[src/hdl/utf8_stream_validator_macros.svh]
// ----------------------------------------------------------------------------
// utf8 stream validator assertion macros
// concurrent checks on clk, disabled while rst_n is low
// ----------------------------------------------------------------------------
`ifndef UTF8_STREAM_VALIDATOR_MACROS_SVH
`define UTF8_STREAM_VALIDATOR_MACROS_SVH

`ifndef SYNTHESIS

// same-cycle implication
`define UTF8V_ASSERT_NOW(label, ante, cons) \
  label: assert property (@(posedge clk) disable iff (!rst_n) (ante) |-> (cons)) \
    else $error("utf8 validator: same-cycle check failed");

// next-cycle implication
`define UTF8V_ASSERT_NEXT(label, ante, cons) \
  label: assert property (@(posedge clk) disable iff (!rst_n) (ante) |=> (cons)) \
    else $error("utf8 validator: next-cycle check failed");

`else

`define UTF8V_ASSERT_NOW(label, ante, cons)
`define UTF8V_ASSERT_NEXT(label, ante, cons)

`endif

`endif

[src/hdl/utf8v_pkg.sv]
// ----------------------------------------------------------------------------
// utf8v_pkg
// beat types and error codes shared by the utf8 stream validator
// ----------------------------------------------------------------------------
package utf8v_pkg;

  // error codes reported on the result channel
  localparam logic [2:0] ERR_NONE      = 3'd0;
  localparam logic [2:0] ERR_PREMATURE = 3'd1;
  localparam logic [2:0] ERR_OVERLONG  = 3'd2;
  localparam logic [2:0] ERR_BAD_CONT  = 3'd3;
  localparam logic [2:0] ERR_BAD_LEAD  = 3'd4;

  localparam int unsigned OUT_OFFSET_BITS = 16;

  // one string byte or a bare end marker
  typedef struct packed {
    logic [7:0] data_byte;
    logic       has_byte;
    logic       last;
  } in_beat_t;

  // one verdict per string
  typedef struct packed {
    logic                       valid_res;
    logic [2:0]                 error_code;
    logic [OUT_OFFSET_BITS-1:0] error_offset;
    logic [7:0]                 bad_lead_byte;
  } out_beat_t;

  // result handed from the checker core to the output stage
  typedef struct packed {
    logic      push;
    out_beat_t beat;
  } core_res_t;

endpackage

[src/hdl/utf8v_core.sv]
// ----------------------------------------------------------------------------
// utf8v_core
// per-byte utf8 structure check, string state and verdict generation
// ----------------------------------------------------------------------------
`include "utf8_stream_validator_macros.svh"

module utf8v_core import utf8v_pkg::*; #(
  parameter int unsigned OFFSET_BITS = 16
) (
  input  logic      clk,
  input  logic      rst_n,
  input  logic      en,
  input  in_beat_t  beat,
  output core_res_t res
);

  localparam logic [OFFSET_BITS-1:0] CNT_MAX = {OFFSET_BITS{1'b1}};

  logic [1:0]             bytes_left_r, bytes_left_nxt;
  logic [1:0]             char_kind_r, char_kind_nxt;
  logic                   lead_zero_r, lead_zero_nxt;
  logic                   ovl_pend_r, ovl_pend_nxt;
  logic                   bad_pend_r, bad_pend_nxt;
  logic [OFFSET_BITS-1:0] char_start_r, char_start_nxt;
  logic [OFFSET_BITS-1:0] byte_count_r, byte_count_nxt;
  logic                   failed_r, failed_nxt;
  logic [2:0]             saved_code_r, saved_code_nxt;
  logic [OFFSET_BITS-1:0] saved_offset_r, saved_offset_nxt;
  logic [7:0]             saved_byte_r, saved_byte_nxt;

  logic [7:0]             b;
  logic [7:0]             second_mask;
  logic [OFFSET_BITS-1:0] rep_offset;
  logic [OFFSET_BITS+OUT_OFFSET_BITS-1:0] rep_offset_ext;

  assign b = beat.data_byte;
  assign second_mask = (char_kind_r == 2'd2) ? 8'h20 : 8'h30;

  // next string state and verdict
  always_comb begin
    bytes_left_nxt   = bytes_left_r;
    char_kind_nxt    = char_kind_r;
    lead_zero_nxt    = lead_zero_r;
    ovl_pend_nxt     = ovl_pend_r;
    bad_pend_nxt     = bad_pend_r;
    char_start_nxt   = char_start_r;
    byte_count_nxt   = byte_count_r;
    failed_nxt       = failed_r;
    saved_code_nxt   = saved_code_r;
    saved_offset_nxt = saved_offset_r;
    saved_byte_nxt   = saved_byte_r;
    res              = '0;
    rep_offset       = '0;

    if (en && beat.has_byte && !failed_r) begin
      if (bytes_left_r == 2'd0) begin
        // lead byte classification
        if (b[7] == 1'b0) begin
          // single byte, nothing to track
        end else if (b inside {[8'hc0:8'hdf]}) begin
          char_kind_nxt  = 2'd1;
          bytes_left_nxt = 2'd1;
          ovl_pend_nxt   = ((b & 8'h1e) == 8'h00);
          bad_pend_nxt   = 1'b0;
          char_start_nxt = byte_count_r;
        end else if (b inside {[8'he0:8'hef]}) begin
          char_kind_nxt  = 2'd2;
          bytes_left_nxt = 2'd2;
          lead_zero_nxt  = (b[3:0] == 4'h0);
          ovl_pend_nxt   = 1'b0;
          bad_pend_nxt   = 1'b0;
          char_start_nxt = byte_count_r;
        end else if (b inside {[8'hf0:8'hf7]}) begin
          char_kind_nxt  = 2'd3;
          bytes_left_nxt = 2'd3;
          lead_zero_nxt  = (b[2:0] == 3'h0);
          ovl_pend_nxt   = 1'b0;
          bad_pend_nxt   = 1'b0;
          char_start_nxt = byte_count_r;
        end else begin
          failed_nxt       = 1'b1;
          saved_code_nxt   = ERR_BAD_LEAD;
          saved_offset_nxt = byte_count_r;
          saved_byte_nxt   = b;
        end
      end else begin
        // continuation byte: overlong test on the second byte of long forms
        if ((bytes_left_r == char_kind_r) && (char_kind_r >= 2'd2) && lead_zero_r &&
            ((b & second_mask) == 8'h00)) begin
          ovl_pend_nxt = 1'b1;
        end
        if (b[7:6] != 2'b10) begin
          bad_pend_nxt = 1'b1;
        end
        bytes_left_nxt = bytes_left_r - 2'd1;
        // character complete: judge it
        if (bytes_left_nxt == 2'd0) begin
          if (ovl_pend_nxt) begin
            failed_nxt       = 1'b1;
            saved_code_nxt   = ERR_OVERLONG;
            saved_offset_nxt = char_start_r;
            saved_byte_nxt   = 8'h00;
          end else if (bad_pend_nxt) begin
            failed_nxt       = 1'b1;
            saved_code_nxt   = ERR_BAD_CONT;
            saved_offset_nxt = char_start_r;
            saved_byte_nxt   = 8'h00;
          end
          ovl_pend_nxt = 1'b0;
          bad_pend_nxt = 1'b0;
        end
      end
      // saturating byte offset
      if (byte_count_r != CNT_MAX) begin
        byte_count_nxt = byte_count_r + 1'b1;
      end
    end

    // end of string: build verdict and clear
    if (en && beat.last) begin
      res.push = 1'b1;
      if (failed_nxt) begin
        res.beat.error_code    = saved_code_nxt;
        rep_offset             = saved_offset_nxt;
        res.beat.bad_lead_byte = saved_byte_nxt;
      end else if (bytes_left_nxt != 2'd0) begin
        res.beat.error_code    = ERR_PREMATURE;
        rep_offset             = char_start_nxt;
      end else begin
        res.beat.error_code    = ERR_NONE;
      end
      res.beat.valid_res = (res.beat.error_code == ERR_NONE);

      bytes_left_nxt   = '0;
      char_kind_nxt    = '0;
      lead_zero_nxt    = 1'b0;
      ovl_pend_nxt     = 1'b0;
      bad_pend_nxt     = 1'b0;
      char_start_nxt   = '0;
      byte_count_nxt   = '0;
      failed_nxt       = 1'b0;
      saved_code_nxt   = ERR_NONE;
      saved_offset_nxt = '0;
      saved_byte_nxt   = '0;
    end

    // reported offset cut or zero-extended to the port width
    rep_offset_ext        = {{OUT_OFFSET_BITS{1'b0}}, rep_offset};
    res.beat.error_offset = rep_offset_ext[OUT_OFFSET_BITS-1:0];
  end

  // string state
  always_ff @(posedge clk) begin
    if (!rst_n) begin
      bytes_left_r   <= '0;
      char_kind_r    <= '0;
      lead_zero_r    <= 1'b0;
      ovl_pend_r     <= 1'b0;
      bad_pend_r     <= 1'b0;
      char_start_r   <= '0;
      byte_count_r   <= '0;
      failed_r       <= 1'b0;
      saved_code_r   <= ERR_NONE;
      saved_offset_r <= '0;
      saved_byte_r   <= '0;
    end else begin
      bytes_left_r   <= bytes_left_nxt;
      char_kind_r    <= char_kind_nxt;
      lead_zero_r    <= lead_zero_nxt;
      ovl_pend_r     <= ovl_pend_nxt;
      bad_pend_r     <= bad_pend_nxt;
      char_start_r   <= char_start_nxt;
      byte_count_r   <= byte_count_nxt;
      failed_r       <= failed_nxt;
      saved_code_r   <= saved_code_nxt;
      saved_offset_r <= saved_offset_nxt;
      saved_byte_r   <= saved_byte_nxt;
    end
  end

  // a closed string leaves a clean counter behind
  `UTF8V_ASSERT_NEXT(a_clear_after_last, en && beat.last, byte_count_r == '0 && !failed_r)
  // pending continuation count never exceeds the character's length
  `UTF8V_ASSERT_NOW(a_left_within_kind, bytes_left_r != 2'd0, bytes_left_r <= char_kind_r)
  // a verdict only comes with an accepted end-of-string beat
  `UTF8V_ASSERT_NOW(a_push_only_on_last, res.push, en && beat.last)

endmodule

[src/hdl/utf8v_skid.sv]
// ----------------------------------------------------------------------------
// utf8v_skid
// result register with one skid entry; the core waits only when both are full
// ----------------------------------------------------------------------------
`include "utf8_stream_validator_macros.svh"

module utf8v_skid import utf8v_pkg::*; (
  input  logic      clk,
  input  logic      rst_n,
  input  core_res_t res,
  output logic      full,
  output logic      out_valid,
  input  logic      out_stall,
  output out_beat_t out_beat
);

  logic      main_valid_r;
  logic      skid_valid_r;
  out_beat_t main_r;
  out_beat_t skid_r;
  logic      take;

  assign take      = main_valid_r && !out_stall;
  assign out_valid = main_valid_r;
  assign out_beat  = main_r;
  assign full      = skid_valid_r;

  // main and skid entries
  always_ff @(posedge clk) begin
    if (!rst_n) begin
      main_valid_r <= 1'b0;
      skid_valid_r <= 1'b0;
    end else begin
      if (take || !main_valid_r) begin
        if (skid_valid_r) begin
          main_valid_r <= 1'b1;
          skid_valid_r <= 1'b0;
        end else begin
          main_valid_r <= res.push;
        end
      end else if (res.push) begin
        skid_valid_r <= 1'b1;
      end
    end
  end

  // payload moves without reset
  always_ff @(posedge clk) begin
    if (take || !main_valid_r) begin
      main_r <= skid_valid_r ? skid_r : res.beat;
    end else if (res.push) begin
      skid_r <= res.beat;
    end
  end

  `UTF8V_ASSERT_NOW(a_skid_implies_main, skid_valid_r, main_valid_r)
  `UTF8V_ASSERT_NOW(a_no_push_when_full, res.push, !skid_valid_r)
  `UTF8V_ASSERT_NEXT(a_stalled_push_skids, main_valid_r && out_stall && res.push, skid_valid_r)

endmodule

[src/hdl/utf8_stream_validator.sv]
// ----------------------------------------------------------------------------
// utf8_stream_validator
// streaming utf8 structure checker, one verdict per string
// ----------------------------------------------------------------------------
// Usage: feed a string one byte per beat on in_beat (has_byte = 1), marking
// the final beat with last; a beat with has_byte = 0 and last = 1 closes an
// empty string. Each string yields exactly one out_beat: valid_res, or the
// first error with its code, the offset of the faulty character's lead byte
// and, for a disallowed lead, that byte.
// Throughput: one byte per cycle, back to back across strings, while in_stall
// is low; the per-byte check is a single pass over a few state bits.
// Path: a verdict passes the input register, then the result register (held
// in the skid entry while that register is stalled), and shows on out_valid.
// Receiver stall: the result register plus one skid entry absorb a stalled
// result; in_stall rises only when both are full and a beat waits in the
// input register, so a stalled result does not block the next byte.
// Reset: rst_n (synchronous, active low) clears all string state and drops
// out_valid; in_stall is low right after reset.
// ----------------------------------------------------------------------------
module utf8_stream_validator import utf8v_pkg::*; #(
  parameter int unsigned OFFSET_BITS = 16
) (
  input  logic      clk,
  input  logic      rst_n,
  input  logic      in_valid,
  output logic      in_stall,
  input  in_beat_t  in_beat,
  output logic      out_valid,
  input  logic      out_stall,
  output out_beat_t out_beat
);

  logic      in_valid_r;
  in_beat_t  in_beat_r;
  logic      skid_full;
  logic      core_en;
  core_res_t core_res;

  assign in_stall = in_valid_r && skid_full;
  assign core_en  = in_valid_r && !skid_full;

  // input register
  always_ff @(posedge clk) begin
    if (!rst_n) begin
      in_valid_r <= 1'b0;
    end else if (!in_stall) begin
      in_valid_r <= in_valid;
    end
  end

  always_ff @(posedge clk) begin
    if (!in_stall) begin
      in_beat_r <= in_beat;
    end
  end

  // byte checker and string state
  utf8v_core #(
    .OFFSET_BITS(OFFSET_BITS)
  ) u_core (
    .clk  (clk),
    .rst_n(rst_n),
    .en   (core_en),
    .beat (in_beat_r),
    .res  (core_res)
  );

  // result register and skid entry
  utf8v_skid u_skid (
    .clk      (clk),
    .rst_n    (rst_n),
    .res      (core_res),
    .full     (skid_full),
    .out_valid(out_valid),
    .out_stall(out_stall),
    .out_beat (out_beat)
  );

endmodule

[config.mk]
export PLATFORM = sky130hd
export DESIGN_NAME = utf8_stream_validator
export DESIGN_NICKNAME = d
export VERILOG_FILES = /design/src/hdl/utf8v_pkg.sv /design/src/hdl/utf8v_core.sv /design/src/hdl/utf8v_skid.sv /design/src/hdl/utf8_stream_validator.sv
export VERILOG_INCLUDE_DIRS = /design/src /design/src/hdl
export SDC_FILE = /design/constraint.sdc
export NUM_CORES = 1
export LEC_CHECK = 0
export BUFFER_PORTS_ARGS = -buffer_cell sky130_fd_sc_hd__buf_2
export CAP_MARGIN = 25
export CELL_PAD_IN_SITES_DETAIL_PLACEMENT = 1
export CELL_PAD_IN_SITES_GLOBAL_PLACEMENT = 2
export CORE_MARGIN = 2
export CORE_UTILIZATION = 43
export CTS_BUF_LIST = sky130_fd_sc_hd__clkbuf_4 sky130_fd_sc_hd__clkbuf_8 sky130_fd_sc_hd__clkbuf_16
export DETAILED_ROUTE_END_ITERATION = 6
export PLACE_DENSITY_LB_ADDON = 0.1
export SETUP_SLACK_MARGIN = 0.02
export SYNTH_ARGS = -nofsm -noshare
export SYNTH_HDL_FRONTEND = slang
export SYNTH_SLANG_ARGS = --single-unit
[constraint.sdc]
create_clock -name clk -period 9.5 [get_ports clk]
set_clock_uncertainty 0.05 [all_clocks]
set_input_delay 1.9 -clock clk [delete_from_list [all_inputs] [get_ports clk]]
set_output_delay 1.9 -clock clk [all_outputs]
set_load 0.005 [all_outputs]
==> qor.csv, run 1 <==
stage;metric;value;unit
run_status;status;complete, no violations;
critical_path;Req. time, crit path;7.55;ns
placement;routability cong.;0.720;
critical_path;CP Launch Type;flip-flop;
pwr;cell area power density;196;nW/um^2
min_path;Worst Hold Launch;u_core.lead_zero_r;
critical_path;FF-to-FF setup slack;6.07;ns
routing;DRC;0;
critical_path;WP data arrival;1.79;ns
sta;RSZ-0062 raised after global routing;false;
routing;DRT Pass-1 Iters;5;
cts;CTS max path bufs;2;
placement;dpl hpwl;9.10;mm
min_path;WHS Path Cells;2;
global_route;first-pass GRT wire length;23.8;mm
routing;DRT iter0 DRCs;294;
placement;PortBufs;43;
yosys;Cell Area, Synth;5770;sq um
sta;Worst-Margin Slew;0.981;ns
routing;routed length per placed instance;19.4;um
cts;hold-fix buffer count after cts;0;
die;Die Span Y;120;um
global_route;gr ovfl total;0;
yosys;Synth top area share;34.3;%
critical_path;Reg2Reg Launch Point;u_skid.full;
pwr;Leak Pwr;2.39;nW
yosys;asr flop ratio synth;0;%
cts;worst-skew pair later-pin latency;0.42;ns
global_route;number of global-route vias before repair;4302;
sta;final setup TNS;0;ns
critical_path;Crit Reg-Reg Endpoint;u_skid.out_beat[7];
die;width of the die;120;um
yosys;ys flop type;dfxtp_1;
sta;Max Slew Vio Count;0;
sta;final setup vio count;0;
global_route;M1 GR Usage;30.7;%
die;Top Ports;44;
routing;post-route ant nets;0;
min_path;Hold Path Sink;u_core.lead_zero_r;
final_layout;Reg area;3380;sq um
sta;Period minus WS final;3.74;ns
final_layout;layout cells sized above 1;18.0;%
yosys;Post-synth EDFFs;66;
cts;CTS H-tree lvls;4;
final_layout;area of the multi-input gates;2210;sq um
cts;number of CTS-inserted buffers;17;
final_layout;fillers;1433;
sta;Hold Vio Cnt, Final;0;
routing;vias after detailed routing;4283;
die;die area;14400;sq um
critical_path;Worst Path Max Fanout;34;
cts;clock slew at reported path FFs;0.05;ns
die;Core ar.;13200;sq um
global_route;M2 GR Usage;32.6;%
routing;wirelength, routed;14.6;mm
cts;root buf cell;clkbuf_16;
yosys;synthesis-stage register bit count;136;
yosys;Netlist cell types;57;
cts;Setup Buffers After CTS;0;
yosys;Area contributors post-synth;edfxtp_1, dfxtp_1, mux2_2;
global_route;largest net degree at the start of global routing;67;
yosys;Avg Inst Size Synth;10.9;sq um
critical_path;nature of the critical path endpoint;output port;
die;Initial Utilization;43.8;%
global_route;GRT met3 Usage;5.89;%
yosys;post-synthesis sequential area ratio;58.6;%
global_route;initial antenna violation count;0;
sta;Highest Clock Rate;267;MHz
min_path;min-delay worst type;flip-flop to flip-flop;
job;max-cap violation count;0;
sta;relative slew slack;34.6;%
sta;Final period util;39.4;%
final_layout;n_diodes;0;
yosys;Syn Nets;545;
die;Rows;42;
cts;clk sinks;136;
cts;CTS tree;done;
sta;WHS;0.435;ns
routing;vias per cell;5.67;
final_layout;Synth-to-Final Area Change;16.1;%
yosys;Synth top cells by count;dfxtp_1, edfxtp_1, nand2_1, nor2_1, nand3_1;
yosys;most common cell in the netlist;dfxtp_1;
critical_path;critical path class;flip-flop to output port;
critical_path;R2R depth;8;
pwr;Max rail drop VDD;82.3;uV
final_layout;Final nets;581;
cts;CTS-repair resized insts;0;
yosys;post-synthesis cell count;530;
global_route;Top Usage Layer GRT;met2;
global_route;gr usage total;21.7;%
yosys;Ys Warns;0;
yosys;largest area contributor in the netlist;edfxtp_1;
sequential cells by signal, indices dropped and copies added (netlist names), 2 cells and up:
signal,flops
u_core.saved_byte_r,8
u_core.saved_offset_r,16
u_core.bytes_left_r,2
u_skid.skid_r,28
u_core.saved_code_r,3
u_core.char_start_r,16
u_skid.out_beat,28
u_core.char_kind_r,2
in_beat_r,10
u_core.byte_count_r,16
stage by stage:
stage	setup WS (ns)	instance area (sq um)	cells	util (%)	total power, mW
finish	5.76	6700	755	50.8	1.32
CTS	5.66	6700	755	50.8	1.33
global placement	6.06	6130	723	46.5	0.679
floorplan	5.19	5770	530	-	0.663
detailed placement	6.08	6130	723	46.5	0.680
global route	5.58	6700	755	50.8	1.36
report_power, final:
group          internal [mW]  leakage (nW)  switching, mW  total [mW]
registers              0.621          1.21        0.00754       0.628
logic                 0.0135         0.889         0.0263      0.0397
clock network          0.411         0.284          0.237       0.648
total                   1.04          2.39          0.271        1.32
worst max path at each step:
stage | startpoint | to | slack, ns | depth (start not counted)
detailed placement | u_skid.full | u_skid.out_beat[9] | 6.08 | 7
CTS | u_skid.full | in_stall | 5.66 | 4
global route | u_skid.full | in_stall | 5.58 | 4
global placement | u_skid.full | u_skid.out_beat[19] | 6.06 | 7
finish | u_skid.full | in_stall | 5.76 | 4
floorplan | out_stall | u_skid.skid_r[0] | 5.19 | 2
critical path, stage by stage (launching register included):
cell	delay, ns
dfxtp_1	0.32
buf_4	0.37
nand2_1	0.39
inv_1	0.16
buf_2	0.13
cells by family (layout without fill, tap and decap cells):
family / after synthesis / count (layout) / synth area share [%]
and+or+nand+nor: 209 / 209 / 19.1
DFF: 136 / 136 / 58.6
AOI/OAI and AO/OA: 107 / 107 / 12.8
buffers and inverters: 42 / 91 / 3.19
muxes: 23 / 23 / 4.33
xor gates and xnor gates: 12 / 12 / 1.82
adders and majority gates: 1 / 1 / 0.217
final cells by class:
class                           count  area share [%]
Tap cell                          176            3.28
Clock buffer                       19            6.57
Multi-Input combinational cell    352            33.0
Timing Repair Buffer               53            4.33
Inverter                            6           0.336
Clock inverter                     13            2.02
Sequential cell                   136            50.5
layer usage:
| layer | vias up | share of wire (%) |
|---|---|---|
| met3 | 14 | 4.0 |
| met1 | 2140 | 49 |
| met5 | - | 0 |
| met4 | 0 | 1.1 |
| li1 | 2031 | - |
| met2 | 98 | 45 |
cell usage in the layout (no fill, tap or decap), types with 3 or more instances in the layout:
cell type and count:
dfxtp_1 70, clkbuf_16 17, mux2i_1 7, and3_1 4, bufinv_16 3, o211ai_1 18, nor4_1 3, o21ai_1 7
o221ai_1 15, inv_1 6, buf_2 43, a21oi_1 21, xnor2_1 12, nand3_1 24, o31ai_1 8, o21ai_0 16
a21o_1 3, clkinv_1 7, nor2b_1 18, mux2_2 16, nand2_1 47, a31oi_1 3, nand4_1 4, nand2b_1 17
nor3_1 22, edfxtp_1 66, nor2_1 47, buf_4 10
(Power assumes the default switching activity.)
==> run 2, diff against run 1 <==
--- a/config.mk
+++ b/config.mk
@@ -11,7 +11,7 @@
 export CELL_PAD_IN_SITES_DETAIL_PLACEMENT = 1
 export CELL_PAD_IN_SITES_GLOBAL_PLACEMENT = 2
 export CORE_MARGIN = 2
-export CORE_UTILIZATION = 43
+export CORE_UTILIZATION = 40
 export CTS_BUF_LIST = sky130_fd_sc_hd__clkbuf_4 sky130_fd_sc_hd__clkbuf_8 sky130_fd_sc_hd__clkbuf_16
 export DETAILED_ROUTE_END_ITERATION = 6
 export PLACE_DENSITY_LB_ADDON = 0.1
==> constraint.sdc (replaced) <==
create_clock -name clk -period 3.5 [get_ports clk]
set_clock_uncertainty 0.05 [all_clocks]
set_input_delay 0.7 -clock clk [delete_from_list [all_inputs] [get_ports clk]]
set_output_delay 0.7 -clock clk [all_outputs]
set_load 0.005 [all_outputs]
==> run 2 against run 1 <==
Compared with the run above:
- global-route usage fell by 0.91 points
- cell count rose by 1.5%
- critical path depth rose by 2
- sequential share of layout area fell by 0.56 points
- hold slack got worse by 0.028 ns
- clock power rose to 2.7 times the previous value
- non-clock buffer count rose by 7
- via count fell by 0.33%
- final area rose by 1.1%
- critical path type is now flip-flop to flip-flop
- largest power group unchanged
==> qor.csv, run 2 (synthesis gave the netlist of run 1 again) <==
stage;metric;value;unit;change
pwr;Max rail drop VDD;327;uV;+300%
cts;hold-fix buffer count after cts;0;;unchanged
cts;Setup Buffers After CTS;0;;unchanged
critical_path;Worst Path Max Fanout;15;;-56%
sta;Period minus WS final;2.69;ns;
routing;DRT iter0 DRCs;272;;-7.5%
sta;Worst-Margin Slew;0.911;ns;-0.0699 ns
final_layout;n_diodes;0;;unchanged
final_layout;Final nets;588;;+1.2%
critical_path;CP max stage delay;0.70;ns;+0.31 ns
pwr;Leak Pwr;2.43;nW;+1.7%
sta;Highest Clock Rate;372;MHz;
critical_path;Crit path max-delay family;compound AO/OA/AOI/OAI gates;;
global_route;number of global-route vias before repair;4329;;+0.63%
routing;routed length per placed instance;19.4;um;+0.13%
placement;pre-CTS setup slack;0.847;ns;-5.23 ns
die;Initial Utilization;41.3;%;-2.5 points
global_route;largest net degree at the start of global routing;44;;-34%
routing;vias per cell;5.57;;-1.8%
sta;Final WS setup;0.809;ns;-4.95 ns
critical_path;Buf+Inv Stages, Crit Path;1;;-2
die;Rows;43;;+2.4%
critical_path;WP data arrival;2.87;ns;+1.08 ns
final_layout;layout cells sized above 1;20.1;%;+2.2 points
run_status;status;complete, no violations;;
sta;relative slew slack;39.0;%;+4.4 points
sta;RSZ-0062 raised after global routing;false;;
critical_path;Req. time, crit path;3.68;ns;-3.87 ns
routing;vias after detailed routing;4269;;-0.33%
sta;final setup vio count;0;;unchanged
routing;wirelength, routed;14.9;mm;+1.6%
cts;clock slew at reported path FFs;0.06;ns;about the same
global_route;gr ovfl total;0;;unchanged
critical_path;CP Cell Sequence;nand4bb_1 -> buf_4 -> nor2_1 -> o31a_1 -> o221ai_1 -> o211ai_1;;
die;Top Ports;44;;unchanged
cts;root buf cell;clkbuf_16;;
cts;CTS tree;done;;
global_route;initial antenna violation count;0;;unchanged
die;width of the die;124;um;+3.6%
critical_path;R2R depth;6;;-2
sta;Max Slew Vio Count;0;;unchanged
cts;worst-skew pair later-pin latency;0.42;ns;about the same
die;Core ar.;14000;sq um;+6.1%
cts;CTS-repair resized insts;0;;unchanged
cts;clk sinks;136;;unchanged
die;die area;15400;sq um;+7.3%
critical_path;CP Launch Type;flip-flop;;
placement;routability cong.;0.784;;+8.9%
cts;CTS max path bufs;2;;unchanged
job;max-cap violation count;0;;unchanged
global_route;first-pass GRT wire length;23.9;mm;+0.18%
min_path;min-delay worst type;input pin to flip-flop;;
sta;final setup TNS;0;ns;unchanged
die;Die Span Y;124;um;+3.6%
critical_path;CP Depth;6;;+2
critical_path;Slowest-stage cell, CP;o31a_1;;
min_path;WHS Path Cells;1;;-1
placement;dpl hpwl;9.81;mm;+7.8%
critical_path;nature of the critical path endpoint;flip-flop;;
placement;PortBufs;43;;unchanged
sta;Hold Vio Cnt, Final;0;;unchanged
routing;DRT Pass-1 Iters;4;;-1
final_layout;most common cell after layout, fill and taps aside;dfxtp_1;;
global_route;gr usage total;20.8;%;-0.91 points
routing;DRC;0;;unchanged
pwr;cell area power density;525;nW/um^2;+170%
routing;post-route ant nets;0;;unchanged
cts;CTS H-tree lvls;4;;unchanged
sta;Final period util;76.9;%;
final_layout;commonest non-fill, non-tap cells in the layout;dfxtp_1, edfxtp_1, nor2_1, nand2_1, buf_2;;
critical_path;critical path class;flip-flop to flip-flop;;
cts;number of CTS-inserted buffers;17;;unchanged
final_layout;Synth-to-Final Area Change;17.4;%;
run 2: worst register-to-register path, delay by kind of cell, from the launching register on:
kind	cells	cell delay [ns]
compound gates	3	1.36
flops	1	0.44
simple gates	2	0.44
buf+inv	1	0.21
run 2: final timing paths:
path	slack (ns)	endpoint	startpoint
hold / removal	0.41	in_beat_r[5]	in_beat[5]
setup reg to reg	0.81	u_skid.out_beat[12]	u_core.failed_r
hold reg to reg	0.45	u_core.lead_zero_r	u_core.lead_zero_r
setup / recovery	0.81	u_skid.out_beat[12]	u_core.failed_r
run 2: cell type report:
| type | count | area, sq um |
|---|---|---|
| Inverter | 6 | 22.5 |
| Timing Repair Buffer | 60 | 355 |
| Tap cell | 180 | 225 |
| Clock buffer | 21 | 485 |
| Sequential cell | 136 | 3380 |
| Fill cell | 1528 | 7210 |
| Multi-Input combinational cell | 352 | 2210 |
| Clock inverter | 11 | 95.1 |
run 2: per-layer routing:
layer  part of all wire (%)  GRT usage (%)
met5                      0              0
met4                    1.1           8.08
met3                    3.9           4.40
met2                     45           30.5
met1                     50           30.0
run 2: per-stage QoR:
stage | std cells | hold WS (ns) | power [mW] | utilization [%] | instance area (sq um)
6_report | 766 | 0.406 | 3.56 | 48.5 | 6780
5_1_grt | 766 | 0.385 | 3.67 | 48.5 | 6780
4_1_cts | 766 | 0.386 | 3.59 | 48.5 | 6780
3_5_place_dp | 734 | 0.438 | 1.85 | 44.3 | 6200
3_3_place_gp | 734 | 0.422 | 1.85 | 44.3 | 6200
2_1_floorplan | 530 | 0.400 | 1.80 | - | 5770
run 2: power by group:
group / internal [mW] / total, mW / switching [mW] / leakage, nW
sequential: 1.68 / 1.70 / 0.0201 / 1.21
combinational: 0.0386 / 0.111 / 0.0726 / 0.931
clock: 1.06 / 1.74 / 0.683 / 0.284
total: 2.78 / 3.56 / 0.776 / 2.43
==> run 3, diff against run 2 <==
==> constraint.sdc (replaced) <==
create_clock -name clk -period 2.6 [get_ports clk]
set_clock_uncertainty 0.05 [all_clocks]
set_input_delay 0.52 -clock clk [delete_from_list [all_inputs] [get_ports clk]]
set_output_delay 0.52 -clock clk [all_outputs]
set_load 0.005 [all_outputs]
==> run 3 against run 2 <==
Compared with the run above:
- maximum frequency grew 14%
- clock power rose by 31%
- global-route usage is 0.12 points lower
- cell count is 0.26% higher
==> qor.csv, run 3 (synthesis gave the netlist of run 1 again) <==
stage;metric;value;unit;change
run_status;status;complete, no violations;;
critical_path;Req. time, crit path;2.70;ns;-0.98 ns
routing;post-route ant nets;0;;unchanged
final_layout;non-filler instance count after layout;768;;+0.26%
global_route;number of global-route vias before repair;4354;;+0.58%
final_layout;fillers;1540;;+0.79%
pwr;Max rail drop VDD;399;uV;+22%
cts;CTS max path bufs;2;;unchanged
global_route;initial antenna violation count;0;;unchanged
sta;Hold Vio Cnt, Final;0;;unchanged
cts;clk sinks;136;;unchanged
sta;relative slew slack;62.5;%;+23 points
routing;vias per cell;5.52;;-0.91%
final_layout;fin area;6810;sq um;+0.52%
final_layout;n_diodes;0;;unchanged
routing;wirelength, routed;14.6;mm;-1.9%
final_layout;Synth-to-Final Area Change;18.0;%;
cts;Setup Buffers After CTS;0;;unchanged
sta;Max Slew Vio Count;0;;unchanged
final_layout;Final nets;590;;+0.34%
placement;routability cong.;0.773;;-1.4%
global_route;first-pass GRT wire length;23.7;mm;-0.84%
critical_path;WP data arrival;2.47;ns;-0.40 ns
sta;Worst-Margin Slew;0.558;ns;-0.353 ns
routing;DRT iter0 DRCs;281;;+3.3%
job;max-cap violation count;0;;unchanged
placement;area post-placement;6250;sq um;+0.85%
placement;pre-CTS setup slack;0.125;ns;-0.722 ns
cts;CTS tree;done;;
critical_path;CP Launch Type;flip-flop;;
final_layout;layout cells sized above 1;20.6;%;+0.44 points
routing;vias after detailed routing;4241;;-0.66%
global_route;largest net degree at the start of global routing;67;;+52%
global_route;gr usage total;20.7;%;-0.12 points
die;width of the die;124;um;unchanged
routing;DRT Pass-1 Iters;4;;unchanged
min_path;min-delay worst type;input pin to flip-flop;;
placement;placed cell count;736;;+0.27%
die;Rows;43;;unchanged
placement;PortBufs;43;;unchanged
sta;final setup vio count;0;;unchanged
die;Die Span Y;124;um;unchanged
cts;worst-skew pair later-pin latency;0.43;ns;about the same
sta;Period minus WS final;2.37;ns;-0.324 ns
sta;final setup TNS;0;ns;unchanged
global_route;gr ovfl total;0;;unchanged
sta;Highest Clock Rate;422;MHz;+14%
sta;Final period util;91.1;%;+14 points
final_layout;commonest non-fill, non-tap cells in the layout;dfxtp_1, edfxtp_1, nor2_1;;
cts;root buf cell;clkbuf_16;;
critical_path;critical path class;flip-flop to flip-flop;;
sta;RSZ-0062 raised after global routing;false;;
critical_path;nature of the critical path endpoint;flip-flop;;
sta;WHS;0.219;ns;-0.188 ns
pwr;cell area power density;694;nW/um^2;+32%
die;Initial Utilization;41.3;%;unchanged
die;Top Ports;44;;unchanged
routing;routed length per placed instance;19.0;um;-2.2%
cts;CTS H-tree lvls;4;;unchanged
routing;DRC;0;;unchanged
die;die area;15400;sq um;unchanged
pwr;Leak Pwr;2.45;nW;+1.1%
cts;clock slew at reported path FFs;0.06;ns;about the same
die;Core ar.;14000;sq um;unchanged
critical_path;Worst Path Max Fanout;16;;+1
final_layout;most common cell after layout, fill and taps aside;dfxtp_1;;
sta;Final WS setup;0.233;ns;-0.576 ns
cts;number of CTS-inserted buffers;17;;unchanged
placement;dpl hpwl;9.49;mm;-3.3%
## run 3: cell types whose count changed in the layout (fill, tap and decap cells not counted), sizes merged
cell	before	now
clkbuf	21	26
clkinvlp	3	0
clkinv	6	5
inv	7	6
buf	60	62
## run 3: final timing paths
| path | slack (ns) | startpoint | cells after the start | endpoint |
|---|---|---|---|---|
| max reg2reg | 0.23 | u_core.failed_r | 8 | u_skid.skid_r[13] |
| min | 0.22 | in_beat[3] | 1 | in_beat_r[3] |
| min reg2reg | 0.43 | u_core.lead_zero_r | 2 | u_core.lead_zero_r |
| max | 0.23 | u_core.failed_r | 8 | u_skid.skid_r[13] |
## run 3: where the power goes
group | internal, mW | switching, mW
clock | 1.43 | 0.850
combinational | 0.0578 | 0.102
sequential | 2.27 | 0.0223
## run 3: what timing repair did
item	4_1_cts	5_1_grt
hold endpoints to repair	0	0
hold buffers	0	0
endpoints found under the setup margin	0	27
resized for setup	0	2
## run 3: area by class of cell
type	instances	area, sq um	area share, %
inverters	6	22.5	0.331
well taps	180	225	3.31
clock inverters	6	53.8	0.790
multi-input cells	352	2220	32.5
repair buffers	62	408	5.99
flip-flops and latches	136	3380	49.7
clock buffers	26	505	7.42
## run 3: per-stage QoR
stage / utilization [%] / power [mW]
after floorplan: - / 2.42
after global placement: 44.7 / 2.49
after detailed placement: 44.7 / 2.50
after CTS: 48.7 / 4.77
after global routing: 48.7 / 4.89
final: 48.7 / 4.73
## run 3: critical path: stages, from the launching register on
cell and delay (ns):
dfxtp_1 0.30, buf_4 0.18, nor4bb_1 0.41, buf_4 0.26, nand4_2 0.16, buf_12 0.21
mux2_2 0.29, nand3_1 0.12, o21ai_0 0.11
## run 3: routing by layer
| metal | track usage, % | share of wire, % | wire length [um] |
|---|---|---|---|
| met5 | 0 | 0 | 0 |
| met4 | 7.94 | 1.6 | 240 |
| met3 | 4.44 | 5.2 | 760 |
| met2 | 31.4 | 45 | 6510 |
| met1 | 29.0 | 49 | 7080 |
